File: config.mk
export PLATFORM = sky130hd
export DESIGN_NAME = adv_data_field_extractor
export DESIGN_NICKNAME = d
export VERILOG_FILES = /design/src/sv/ade_pkg.sv /design/src/sv/ade_cfg.sv /design/src/sv/ade_walker.sv /design/src/sv/adv_data_field_extractor.sv
export SDC_FILE = /design/constraint.sdc
export NUM_CORES = 1
export LEC_CHECK = 0
export BUFFER_PORTS_ARGS = -buffer_cell sky130_fd_sc_hd__buf_4
export CAP_MARGIN = 20
export CORE_ASPECT_RATIO = 1.2
export CORE_UTILIZATION = 40
export DETAILED_ROUTE_END_ITERATION = 6
export PLACE_DENSITY_LB_ADDON = 0.05
export SKIP_LAST_GASP = 1
export SLEW_MARGIN = 25
export SYNTH_ARGS = -nofsm -noshare
export SYNTH_HDL_FRONTEND = slang
export SYNTH_SLANG_ARGS = --single-unit
File: constraint.sdc
create_clock -name clk -period 8 [get_ports clk]
set_input_delay 0.4 -clock clk [delete_from_list [all_inputs] [get_ports clk]]
set_output_delay 0.4 -clock clk [all_outputs]
set_load 0.05 [all_outputs]
File: src/sv/ade_pkg.sv
// ----------------------------------------------------------------------------
// ade_pkg
// shared types and constants for the advertising data field extractor
// ----------------------------------------------------------------------------
`default_nettype none

package ade_pkg;

    // longest record the parser walks, in bytes
    localparam int RECORD_BYTES = 31;
    localparam logic [4:0] RECORD_MAX = 5'((RECORD_BYTES > 31) ? 31 : RECORD_BYTES);

    // register reset values
    localparam logic [7:0] MATCH_A_RESET = 8'h08;
    localparam logic [7:0] MATCH_B_RESET = 8'h09;
    localparam logic [4:0] MAX_PAYLOAD_RESET = 5'd29;

    // register indexes
    localparam logic [1:0] REG_MATCH_A = 2'd0;
    localparam logic [1:0] REG_MATCH_B = 2'd1;
    localparam logic [1:0] REG_MAX_PAYLOAD = 2'd2;

    typedef enum logic [2:0] {
        PH_IDLE    = 3'd0,
        PH_LEN     = 3'd1,
        PH_TYPE    = 3'd2,
        PH_SKIP    = 3'd3,
        PH_PAYLOAD = 3'd4,
        PH_DONE    = 3'd5
    } phase_t;

    typedef enum logic [1:0] {
        KIND_BYTE  = 2'd0,
        KIND_EMPTY = 2'd1,
        KIND_NONE  = 2'd2
    } kind_t;

    typedef struct packed {
        logic [7:0] match_a;
        logic [7:0] match_b;
        logic [4:0] max_payload;
    } cfg_t;

    typedef struct packed {
        logic [7:0] data;
        logic       start;
        logic [4:0] length;
    } item_t;

    typedef struct packed {
        logic       valid;
        kind_t      kind;
        logic [7:0] data;
        logic       last;
    } res_t;

endpackage

`default_nettype wire

File: src/sv/ade_cfg.sv
// ----------------------------------------------------------------------------
// ade_cfg
// match type and payload limit registers
// ----------------------------------------------------------------------------
`default_nettype none

module ade_cfg (
    input  wire logic        clk,
    input  wire logic        rst_n,
    input  wire logic        wr_en,
    input  wire logic [1:0]  wr_index,
    input  wire logic [7:0]  wr_data,
    output ade_pkg::cfg_t    cfg
);
    import ade_pkg::*;

    cfg_t cfg_reg;
    cfg_t cfg_next;

    always_comb
    begin
        cfg_next = cfg_reg;
        if (wr_en)
        begin
            unique case (wr_index)
                REG_MATCH_A:     cfg_next.match_a = wr_data;
                REG_MATCH_B:     cfg_next.match_b = wr_data;
                REG_MAX_PAYLOAD: cfg_next.max_payload = wr_data[4:0];
                default:         cfg_next = cfg_reg;
            endcase
        end
    end

    always_ff @(posedge clk or negedge rst_n)
    begin
        if (!rst_n)
        begin
            cfg_reg.match_a <= MATCH_A_RESET;
            cfg_reg.match_b <= MATCH_B_RESET;
            cfg_reg.max_payload <= MAX_PAYLOAD_RESET;
        end
        else
        begin
            cfg_reg <= cfg_next;
        end
    end

    assign cfg = cfg_reg;

endmodule

`default_nettype wire

File: src/sv/ade_walker.sv
// ----------------------------------------------------------------------------
// ade_walker
// length-type-value walker: state registers and one-byte step logic
// ----------------------------------------------------------------------------
`default_nettype none

module ade_walker (
    input  wire logic        clk,
    input  wire logic        rst_n,
    input  wire logic        fire,
    input  ade_pkg::item_t   item,
    input  ade_pkg::cfg_t    cfg,
    output ade_pkg::res_t    res
);
    import ade_pkg::*;

    phase_t     phase_reg;
    phase_t     phase_next;
    logic [4:0] position_reg;
    logic [4:0] position_next;
    logic [4:0] total_reg;
    logic [4:0] total_next;
    logic [4:0] remain_reg;
    logic [4:0] remain_next;
    res_t       step_res;

    always_comb
    begin
        phase_t     ph;
        logic [4:0] pos;
        logic [4:0] tot;
        logic [4:0] rem;
        logic [4:0] rem_dec;
        logic [9:0] reach;
        logic       at_end;
        logic       is_match;
        logic       handled;

        ph = phase_reg;
        pos = position_reg;
        tot = total_reg;
        rem = remain_reg;
        handled = 1'b0;
        step_res = '0;
        step_res.kind = KIND_BYTE;

        // record start re-arms the walker, even mid-record
        if (item.start)
        begin
            tot = (item.length > RECORD_MAX) ? RECORD_MAX : item.length;
            pos = 5'd0;
            rem = 5'd0;
            if (tot == 5'd0)
            begin
                step_res.valid = 1'b1;
                step_res.kind = KIND_NONE;
                step_res.last = 1'b1;
                handled = 1'b1;
            end
            else
            begin
                ph = PH_LEN;
            end
        end

        rem_dec = rem - 5'd1;
        reach = 10'(pos) + 10'd1 + 10'(item.data);
        at_end = ((6'(pos) + 6'd1) >= 6'(tot));
        is_match = (item.data == cfg.match_a) || (item.data == cfg.match_b);

        if (!handled && ph != PH_IDLE && ph != PH_DONE)
        begin
            unique case (ph)
                PH_LEN:
                begin
                    if (item.data == 8'd0 || reach > 10'(tot))
                    begin
                        step_res.valid = 1'b1;
                        step_res.kind = KIND_NONE;
                        step_res.last = 1'b1;
                    end
                    else
                    begin
                        rem = item.data[4:0];
                        ph = PH_TYPE;
                    end
                end
                PH_TYPE:
                begin
                    rem = rem_dec;
                    if (is_match)
                    begin
                        if (rem_dec == 5'd0)
                        begin
                            step_res.valid = 1'b1;
                            step_res.kind = KIND_EMPTY;
                            step_res.last = 1'b1;
                        end
                        else if (rem_dec > cfg.max_payload)
                        begin
                            step_res.valid = 1'b1;
                            step_res.kind = KIND_NONE;
                            step_res.last = 1'b1;
                        end
                        else
                        begin
                            ph = PH_PAYLOAD;
                        end
                    end
                    else if (rem_dec == 5'd0)
                    begin
                        if (at_end)
                        begin
                            step_res.valid = 1'b1;
                            step_res.kind = KIND_NONE;
                            step_res.last = 1'b1;
                        end
                        else
                        begin
                            ph = PH_LEN;
                        end
                    end
                    else
                    begin
                        ph = PH_SKIP;
                    end
                end
                PH_SKIP:
                begin
                    rem = rem_dec;
                    if (rem_dec == 5'd0)
                    begin
                        if (at_end)
                        begin
                            step_res.valid = 1'b1;
                            step_res.kind = KIND_NONE;
                            step_res.last = 1'b1;
                        end
                        else
                        begin
                            ph = PH_LEN;
                        end
                    end
                end
                PH_PAYLOAD:
                begin
                    rem = rem_dec;
                    step_res.valid = 1'b1;
                    step_res.kind = KIND_BYTE;
                    step_res.data = item.data;
                    step_res.last = (rem_dec == 5'd0);
                end
                default:
                begin
                    ph = phase_reg;
                end
            endcase
            pos = pos + 5'd1;
        end

        if (step_res.valid && step_res.last)
        begin
            ph = PH_DONE;
        end

        phase_next = ph;
        position_next = pos;
        total_next = tot;
        remain_next = rem;
    end

    always_ff @(posedge clk or negedge rst_n)
    begin
        if (!rst_n)
        begin
            phase_reg <= PH_IDLE;
            position_reg <= 5'd0;
            total_reg <= 5'd0;
            remain_reg <= 5'd0;
        end
        else if (fire)
        begin
            phase_reg <= phase_next;
            position_reg <= position_next;
            total_reg <= total_next;
            remain_reg <= remain_next;
        end
    end

    always_comb
    begin
        res = step_res;
        res.valid = step_res.valid && fire;
    end

endmodule

`default_nettype wire

File: src/sv/adv_data_field_extractor.sv
// ----------------------------------------------------------------------------
// adv_data_field_extractor
// path: each byte passes the input register, then the walker step into the result register
// throughput: one byte per cycle while the result slot is not stalled
// reset: walker idle until a record start, registers at 0x08 / 0x09 / 29
// ----------------------------------------------------------------------------
`default_nettype none

module adv_data_field_extractor (
    input  wire logic        clk,
    input  wire logic        rst_n,
    // byte stream
    input  wire logic        data_valid,
    output logic             data_stall,
    input  wire logic [7:0]  data_byte,
    input  wire logic        record_start,
    input  wire logic [4:0]  record_length,
    // results
    output logic             result_valid,
    input  wire logic        result_stall,
    output logic [1:0]       kind,
    output logic [7:0]       payload_byte,
    output logic             answer_last,
    // register writes
    input  wire logic        cfg_valid,
    output logic             cfg_ready,
    input  wire logic [1:0]  cfg_index,
    input  wire logic [7:0]  cfg_data
);
    import ade_pkg::*;

    cfg_t       cfg;
    res_t       res;

    // input register
    logic       in_valid_reg;
    logic       in_valid_next;
    item_t      in_item_reg;

    // result register
    logic       out_valid_reg;
    logic       out_valid_next;
    kind_t      out_kind_reg;
    logic [7:0] out_data_reg;
    logic       out_last_reg;

    logic       out_free;
    logic       step_fire;
    logic       data_take;

    // register writes are always taken; the port must only run while idle, the block does not enforce it
    assign cfg_ready = 1'b1;

    ade_cfg u_cfg (
        .clk      (clk),
        .rst_n    (rst_n),
        .wr_en    (cfg_valid),
        .wr_index (cfg_index),
        .wr_data  (cfg_data),
        .cfg      (cfg)
    );

    // result slot can take a new value when empty or being drained
    assign out_free = !out_valid_reg || !result_stall;
    // walker steps once the result slot is free
    assign step_fire = in_valid_reg && out_free;
    // hold the byte stream while the input register cannot move on
    assign data_stall = in_valid_reg && !out_free;
    assign data_take = data_valid && !data_stall;

    always_comb
    begin
        in_valid_next = in_valid_reg;
        if (data_take)
        begin
            in_valid_next = 1'b1;
        end
        else if (step_fire)
        begin
            in_valid_next = 1'b0;
        end
    end

    always_ff @(posedge clk or negedge rst_n)
    begin
        if (!rst_n)
        begin
            in_valid_reg <= 1'b0;
        end
        else
        begin
            in_valid_reg <= in_valid_next;
        end
    end

    // payload of the input transaction, no reset needed
    always_ff @(posedge clk)
    begin
        if (data_take)
        begin
            in_item_reg.data <= data_byte;
            in_item_reg.start <= record_start;
            in_item_reg.length <= record_length;
        end
    end

    ade_walker u_walker (
        .clk   (clk),
        .rst_n (rst_n),
        .fire  (step_fire),
        .item  (in_item_reg),
        .cfg   (cfg),
        .res   (res)
    );

    // a step without a result still empties a drained slot
    always_comb
    begin
        out_valid_next = out_valid_reg;
        if (step_fire)
        begin
            out_valid_next = res.valid;
        end
        else if (!result_stall)
        begin
            out_valid_next = 1'b0;
        end
    end

    always_ff @(posedge clk or negedge rst_n)
    begin
        if (!rst_n)
        begin
            out_valid_reg <= 1'b0;
        end
        else
        begin
            out_valid_reg <= out_valid_next;
        end
    end

    always_ff @(posedge clk)
    begin
        if (res.valid)
        begin
            out_kind_reg <= res.kind;
            out_data_reg <= res.data;
            out_last_reg <= res.last;
        end
    end

    assign result_valid = out_valid_reg;
    assign kind = out_kind_reg;
    assign payload_byte = out_data_reg;
    assign answer_last = out_last_reg;

    // empty match and not found always close the record
    a_final_kinds: assert property (@(posedge clk) disable iff (!rst_n)
        result_valid && kind != KIND_BYTE |-> answer_last)
        else $error("non-payload result without answer_last");

    // only payload results carry a byte
    a_zero_byte: assert property (@(posedge clk) disable iff (!rst_n)
        result_valid && kind != KIND_BYTE |-> payload_byte == 8'd0)
        else $error("payload byte set on a non-payload result");

    // the byte stream is held only behind a waiting input register
    a_stall_cause: assert property (@(posedge clk) disable iff (!rst_n)
        data_stall |-> in_valid_reg && result_valid && result_stall)
        else $error("byte stream stalled without a blocked result");

endmodule

`default_nettype wire

# Word level (Yosys, flattened, before mapping)
# Index checks and enable logic that the tools add are counted.
[word_totals]
reg_bits = 66
in_bits = 29
elab_cells = 106
out_inout_bits = 14
[op_classes]
mux = 44
order_cmp = 4
n_eq_ne = 11
n_addsub = 5
reduce_logical = 27
[ops]
columns = ["operator", "n"]
rows = [
  ["$mux W3", 19],
  ["$mux W5", 7],
  ["$pmux W3 S4", 2],
  ["$eq A8 B8 Y1", 2],
  ["$add A5 B1 Y6 const B", 2],
  ["$mux W1", 12],
  ["$mux W12", 1],
  ["$add A10 B8 Y10", 1],
  ["$gt A10 B5 Y1", 1],
  ["$logic_not A5 Y1", 2],
  ["$pmux W5 S2", 1],
  ["$reduce_and A2 Y1", 5],
  ["$logic_not A8 Y1", 1],
  ["$mux W8", 1],
  ["$logic_and A1 B1 Y1", 7],
  ["$eq A3 B2 Y1 const B", 2],
  ["$ge A6 B5 Y1", 1],
  ["$ne A6 B6 Y1 const B", 1],
  ["$add A5 B1 Y5 const B", 1],
  ["$gt A5 B5 Y1", 1],
  ["$gt A5 B5 Y1 const B", 1],
  ["$logic_not A1 Y1", 5],
  ["$sub A5 B1 Y5 const B", 1],
  ["$pmux W1 S4", 1],
  ["other kinds (11)", 13],
]

# Longest topological paths before layout
[depth]
depth_word = 13
ltp_mapped = 17
ltp_nobuf = 16

# By module
# Synthesis repeated with hierarchy kept, for this count alone.
[unflattened]
hier_cells = 375
area_unflattened_um2 = 4002.6
[modules_own_cells]
columns = ["mod", "instances", "cells_per_inst", "area_per_inst_um2", "seq_area_each_um2"]
rows = [
  ["ade_walker", 1, 295, 2338.5, 450.4],
  ["adv_data_field_extractor", 1, 35, 855.8, 800.8],
  ["ade_cfg", 1, 45, 808.3, 534.3],
]

# Worst setup path before layout
# Ideal clock, no wire load.
[synth_path]
path_type = "reg-to-reg"
from = "register in_item_reg[5] (netlist bit)"
to = "register out_last_reg (netlist: answer_last) (enable)"
setup_ps = 378
synth_period_minus_slack_ps = 3953
path_stages_with_launch = 18
path_buffers = 3
path_slack_ps = 4047
required_time_ps = 7622
t_arrival_ps = 3574
cell_sequence = "edfxtp_1 -> clkbuf_1 -> clkbuf_1 -> clkbuf_1 -> nor2_1 -> ha_1 -> a21o_1 -> a21oi_1 -> xnor2_1 -> ha_1 -> nand2_1 -> o22ai_1 -> a21oi_1 -> a21o_2 -> nor2_8 -> o22ai_2 -> nor3_1 -> nor2_1"
[synth_between]
elab_chain_cells = 9
word_cells_on_any_way = 33
classes_between = "4 x add/sub; 3 x order compare; 5 x eq/ne; 14 x mux; 7 x reduce/logical"
[synth_lines]
columns = ["item", "line", "source"]
rows = [
  ["from (decl)", "adv_data_field_extractor.sv:38", "item_t in_item_reg;"],
  ["$mux W5", "ade_walker.sv:48", "if (item.start)"],
  ["$add A5 B1 Y6 or $sub A5 B1 Y5 (tied branches)", "ade_walker.sv:67, ade_walker.sv:68, ade_walker.sv:66", ""],
  ["$add A10 B8 Y10, or another cell as far along", "ade_walker.sv:67", "reach = 10'(pos) + 10'd1 + 10'(item.data);"],
  ["$gt A10 B5 Y1, or another cell as far along", "ade_walker.sv:76", "if (item.data == 8'd0 || reach > 10'(tot))"],
  ["$logic_or A1 B1 Y1, or another cell as far along", "ade_walker.sv:76", ""],
  ["$mux W3 (on tied branches)", "ade_walker.sv:76, ade_walker.sv:91", ""],
  ["$pmux W3 S4", "ade_walker.sv:73", "unique case (ph)"],
  ["$mux W12 *", "ade_walker.sv:71", "if (!handled && ph != PH_IDLE && ph != PH_DONE)"],
  ["$logic_and A1 B1 Y1 *", "ade_walker.sv:193", "res.valid = step_res.valid && fire;"],
  ["to (signal assigned)", "adv_data_field_extractor.sv:148", "out_last_reg <= res.last;"],
  ["to (decl)", "adv_data_field_extractor.sv:45", "logic out_last_reg;"],
]
# Every way passes the cells marked *; elsewhere a longest branch is shown, timed or not.
# A chain may end at the register's enable or synchronous reset.

# Worst setup path in the final report
[layout_path]
from = "register in_item_reg[5] (netlist bit)"
to = "register out_data_reg[5] (netlist: payload_byte[5]) (enable)"
[layout_between]
word_cells_on_any_way = 33
classes_between = "4 x add/sub; 3 x order compare; 5 x eq/ne; 14 x mux; 7 x reduce/logical"
[layout_lines]
columns = ["item", "line", "source"]
rows = [
  ["$mux W5 *", "ade_walker.sv:48", ""],
  ["named net u_walker.total_next[0]", "ade_walker.sv:22", "logic [4:0] total_next;"],
  ["$ge A6 B5 Y1", "ade_walker.sv:68", "at_end = ((6'(pos) + 6'd1) >= 6'(tot));"],
  ["$mux W3", "ade_walker.sv:112, ade_walker.sv:133", ""],
  ["$mux W3", "ade_walker.sv:131", "if (rem_dec == 5'd0)"],
  ["$mux W3", "ade_walker.sv:91", "if (is_match)"],
  ["$pmux W3 S4 *", "ade_walker.sv:73", ""],
  ["$mux W12 *", "ade_walker.sv:71", ""],
  ["$logic_and A1 B1 Y1 *", "ade_walker.sv:193", ""],
  ["to (signal assigned)", "adv_data_field_extractor.sv:147", "out_data_reg <= res.data;"],
  ["to (decl)", "adv_data_field_extractor.sv:44", "logic [7:0] out_data_reg;"],
]
# The timed path passes the listed nets; every way through them passes the cells marked *.

==> tab_implementation.tex <==
\begin{tabular}{lr}
\hline
Metric & Value \\
\hline
\multicolumn{2}{l}{\textbf{Layout}} \\
\quad Highest-count cells in the layout ignoring fill and taps & buf\_4, dfrtp\_1, nand2\_1, mux2\_2, edfxtp\_1 \\
\quad Fillers & about 860 \\
\quad Final core utilization & 0.4912 \\
\quad Diode count & 0 \\
\quad Final design instance area without fill & 0.004722 mm\^{}2 \\
\quad Proportion of layout cells with a drive suffix above 1 & 0.2428 \\
\quad Flip-flop count of the largest register, all copies and words added & 21 \\
\quad Final net count & between 400 and 500 \\
\quad Layout-stage area growth over the synthesis result & 17.94\% \\
\quad Most common cell after layout, fill and taps aside & buf\_4 \\
\quad Post-Layout Cell Count & roughly 540 \\
\multicolumn{2}{l}{\textbf{Place}} \\
\quad Placed cell count & 523 \\
\quad Buffers added on ports & 41 \\
\quad Final HPWL DP & around 6500 um \\
\quad Post-placement cell area & roughly 0.0044 mm\^{}2 \\
\quad Pre-CTS setup slack & between 3000 and 4000 ps \\
\quad Last weighted congestion value of the routability-driven placer & approximately 0.79 \\
\multicolumn{2}{l}{\textbf{Critical path}} \\
\quad Endpoint type of the worst setup path & flop \\
\quad Crit path cell chain & buf\_8 -> mux2\_2 -> ha\_1 -> nand2b\_1 -> a2111o\_1 -> a311oi\_1 -> o21ai\_1 -> mux2i\_1 -> o22ai\_2 -> nor3\_1 -> nor2\_2 \\
\quad Setup crit start kind & flop \\
\quad Worst endpoint required time & 8020 ps \\
\quad Data arrival, critical path & between 3000 and 4000 ps \\
\quad Critical path type & flop to flop \\
\quad Critical path's slowest cell & a311oi\_1 \\
\quad CP max FO & 24 \\
\quad Stage delay of the slowest cell on the critical path & 580 ps \\
\multicolumn{2}{l}{\textbf{Timing}} \\
\quad Worst slew margin relative to its limit & 0.5680 \\
\quad Fmax & between 200 and 300 MHz \\
\quad Final Hold Fails & 0 \\
\quad Setup clock skew after layout & 6.256 ps \\
\quad Final Slew Violations & 0 \\
\quad Transition time of the tightest slew-check pin & roughly 640 ps \\
\quad Final setup violation count & 0 \\
\quad Setup slack of the critical path after layout & 4067 ps \\
\quad Post-route clock period utilization & 0.4917 \\
\quad Min Clock Period, post-route & 3933 ps \\
\quad Aggregate negative setup slack & 0 ps \\
\quad RSZ-0062 raised after global routing & no \\
\multicolumn{2}{l}{\textbf{Global route}} \\
\quad GRT overflow & 0 \\
\quad First-pass GRT wire length & between 10,000 and 15,000 um \\
\quad GRT Util Overall & 0.1876 \\
\quad Initial antenna violation count & 0 \\
\quad Vias in the first global route & approximately 2,900 \\
\quad Maximum number of pins on one net before global-route repair & between 40 and 50 \\
\multicolumn{2}{l}{\textbf{Power}} \\
\quad Switching power of the nets & between 0.5 and 0.6 mW \\
\quad Share of power burned in the clock network & 0.240 \\
\quad Sequential share of power & 0.342 \\
\quad Switching share of power & 0.3784 \\
\quad Power per Cell Area & approximately 330 mW/mm\^{}2 \\
\quad Pint & approximately 0.96 mW \\
\quad Power share of the combinational group & 0.418 \\
\quad Max rail drop VDD & $\sim$0.00012 V \\
\quad Leakage power & between 1.5 and 2 nW \\
\multicolumn{2}{l}{\textbf{Route}} \\
\quad Number of antenna-violating nets in the routed design & 0 \\
\quad Number of DRC markers in iteration 0 & about 120 \\
\quad Via Count & between 2,000 and 3,000 \\
\quad Number of remaining DRC errors & 0 \\
\quad Detailed-route vias per instance & approximately 5.4 \\
\quad Wirelength, routed & 8845 um \\
\quad Wire length per cell after detailed routing & 16.41 um \\
\quad Drt first pass iters & 4 \\
\multicolumn{2}{l}{\textbf{Clock tree}} \\
\quad Clock-pin slew reported for the worst setup and hold paths after clock tree synthesis & $\sim$50 ps \\
\quad Number of levels in the clock H-tree & 3 \\
\quad Maximum buffer depth of the clock tree & 2 \\
\quad Root Buffer Master & clkbuf\_16 \\
\quad Clk sink count & between 60 and 70 \\
\quad Setup Fix Bufs, Post-CTS & 0 \\
\quad TritonCTS clock tree & done \\
\quad Clock buffer count from CTS & 9 \\
\quad CTS Hold Bufs & 0 \\
\quad Source-to-sink clock delay at the later pin of the worst-skew pair & about 320 ps \\
\quad Count of instances resized after the clock tree is built & 0 \\
\multicolumn{2}{l}{\textbf{Floorplanning}} \\
\quad Initial standard-cell utilization of the core & 0.4165 \\
\quad Horizontal die dimension & roughly 93 um \\
\quad \# rows & 39 \\
\quad Core area & slightly below 0.01 mm\^{}2 \\
\quad Chip Height & between 100 and 150 um \\
\quad Top Ports & 43 \\
\quad Area of the die & around 0.010 mm\^{}2 \\
\multicolumn{2}{l}{\textbf{Yosys}} \\
\quad Parity-gate share of the synthesized area counting xor and xnor cells & 0.05906 \\
\quad Warnings from Yosys & 0 \\
\quad Syn Std Cell Area & 0.004004 mm\^{}2 \\
\quad Portion of the post-synthesis area used by sequential elements & 0.4459 \\
\quad Cells after Synth & 370 \\
\quad Synth unique cells & 59 \\
\quad Share of synthesized cell area in and, or, nand and nor gates & 0.1562 \\
\quad Synthesized netlist net count & between 400 and 500 \\
\quad Mux cell area share after synthesis & 0.1053 \\
\quad Compound-cell area share of the yosys netlist & 0.1263 \\
\quad Syn avg cell area & around 11 um\^{}2 \\
\quad Ys flop type & dfrtp\_1 \\
\quad Largest family of logic cells by synthesized area & simple AND/OR/NAND/NOR gates \\
\quad Synth Area in Adders & 0.08000 \\
\quad Fraction of synthesis flops using an asynchronous set or reset pin & 0.6212 \\
\quad Post-synthesis register bit count & 66 \\
\quad Count of flip-flops with a built-in enable after synthesis & 25 \\
\multicolumn{2}{l}{\textbf{Outcome}} \\
\quad Status & finished, final reports clean \\
\multicolumn{2}{l}{\textbf{Min path}} \\
\quad Hold crit path type & input port to asynchronous set/reset pin \\
\multicolumn{2}{l}{\textbf{Flow run}} \\
\quad MaxCap Viol Count & 0 \\
\hline
\end{tabular}
==> final cells by class <==
class | count | area [um^2] | area share
clock buffers | 11 | 232.7 | 0.04928
flip-flops and latches | 66 | 1785 | 0.3781
well taps | 123 | 153.9 | 0.03259
clock inverters | 4 | 43.79 | 0.009274
multi-input cells | 277 | 2116 | 0.4481
inverters | 14 | 52.55 | 0.01113
repair buffers | 44 | 337.8 | 0.07154
==> synth_stat cells (2+ instances only) <==
cell        n  share of area
dfrtp_1    34           0.21
o21ai_1     8          0.010
a21o_1      2         0.0037
mux2_2     25          0.070
and3_1      2         0.0031
clkbuf_1   12          0.011
a211oi_2    2         0.0062
o211ai_1    2         0.0037
nand3b_1    3         0.0056
nor3b_1     3         0.0056
edfxtp_1   25           0.19
inv_1      14          0.013
a32o_1      3         0.0075
a2bb2oi_1   2         0.0044
nand3_1     5         0.0062
nor3_1      9          0.011
nor4_1      2         0.0031
dfstp_2     7          0.046
nor2_1     13          0.012
nand2_1    26          0.024
a211oi_1    4         0.0075
ha_1       24          0.075
mux2_1      2         0.0056
and2_1     14          0.022
nor2b_1     8          0.013
nand2b_1    9          0.014
a21oi_1    14          0.018
nand4_1     6         0.0094
or4_1       3         0.0056
xnor2_1    21          0.046
o22ai_1     7          0.011
o21ai_0    18          0.023
xor2_1      6          0.013
mux2i_1     9          0.023
mux2i_2     2         0.0069
==> power groups by stage <==
stage	clock network [mW]	logic, mW	registers (mW)
after global routing	0.397	0.723	0.542
final	0.371	0.647	0.530
after detailed placement	0	0.645	0.537
after floorplan	0	0.443	0.575
after global placement	0	0.637	0.535
after CTS	0.382	0.647	0.532
==> worst paths after layout <==
kind	start	end	slack [ps]	cells past startpoint
setup / recovery	in_item_reg[5]$_DFFE_PP_	payload_byte[5]$_SDFFCE_PN0P_	4070	11
hold / removal	rst_n	u_cfg.cfg[17]$_DFFE_PN0P_	70	1
setup reg to reg	in_item_reg[5]$_DFFE_PP_	payload_byte[5]$_SDFFCE_PN0P_	4070	11
hold reg to reg	u_walker.total_reg[3]$_DFFE_PN0P_	u_walker.total_reg[3]$_DFFE_PN0P_	480	2
max in group asynchronous	rst_n	in_valid_reg$_DFFE_PN0P_	7560	1
min in group clk	data_byte[2]	in_item_reg[8]$_DFFE_PP_	250	1
==> logic make-up after synthesis <==
kind of cell | after synthesis
other cells | 1
flops | 66
simple gates | 110
mux | 38
fa+ha+maj | 25
compound gates | 76
xor+xnor | 27
buf+inv | 27
==> metal layers <==
| layer | track usage | up-vias | routed length (um) |
|---|---|---|---|
| li1 | - | 1438 | - |
| met1 | 0.2501 | 1377 | 4222 |
| met2 | 0.2917 | 63 | 4054 |
| met3 | 0.04440 | 15 | 339 |
| met4 | 0.07692 | 0 | 228 |
| met5 | 0 | - | 0 |
==> worst max-delay path, delay by kind of cell (launching register included) <==
family	cells	cell delay (ps)
mux	2	610
buf+inv	1	230
flops	1	540
fa+ha+maj	1	290
simple gates	3	640
compound gates	4	1310
==> through the flow <==
step / power (mW) / hold WS, ps
finish: 1.548 / 65.99
global route: 1.662 / 113.1
CTS: 1.562 / 86.87
detailed placement: 1.181 / 433.5
global placement: 1.172 / 436.4
floorplan: 1.018 / 104.4
Power figures use the tool's default switching activity.
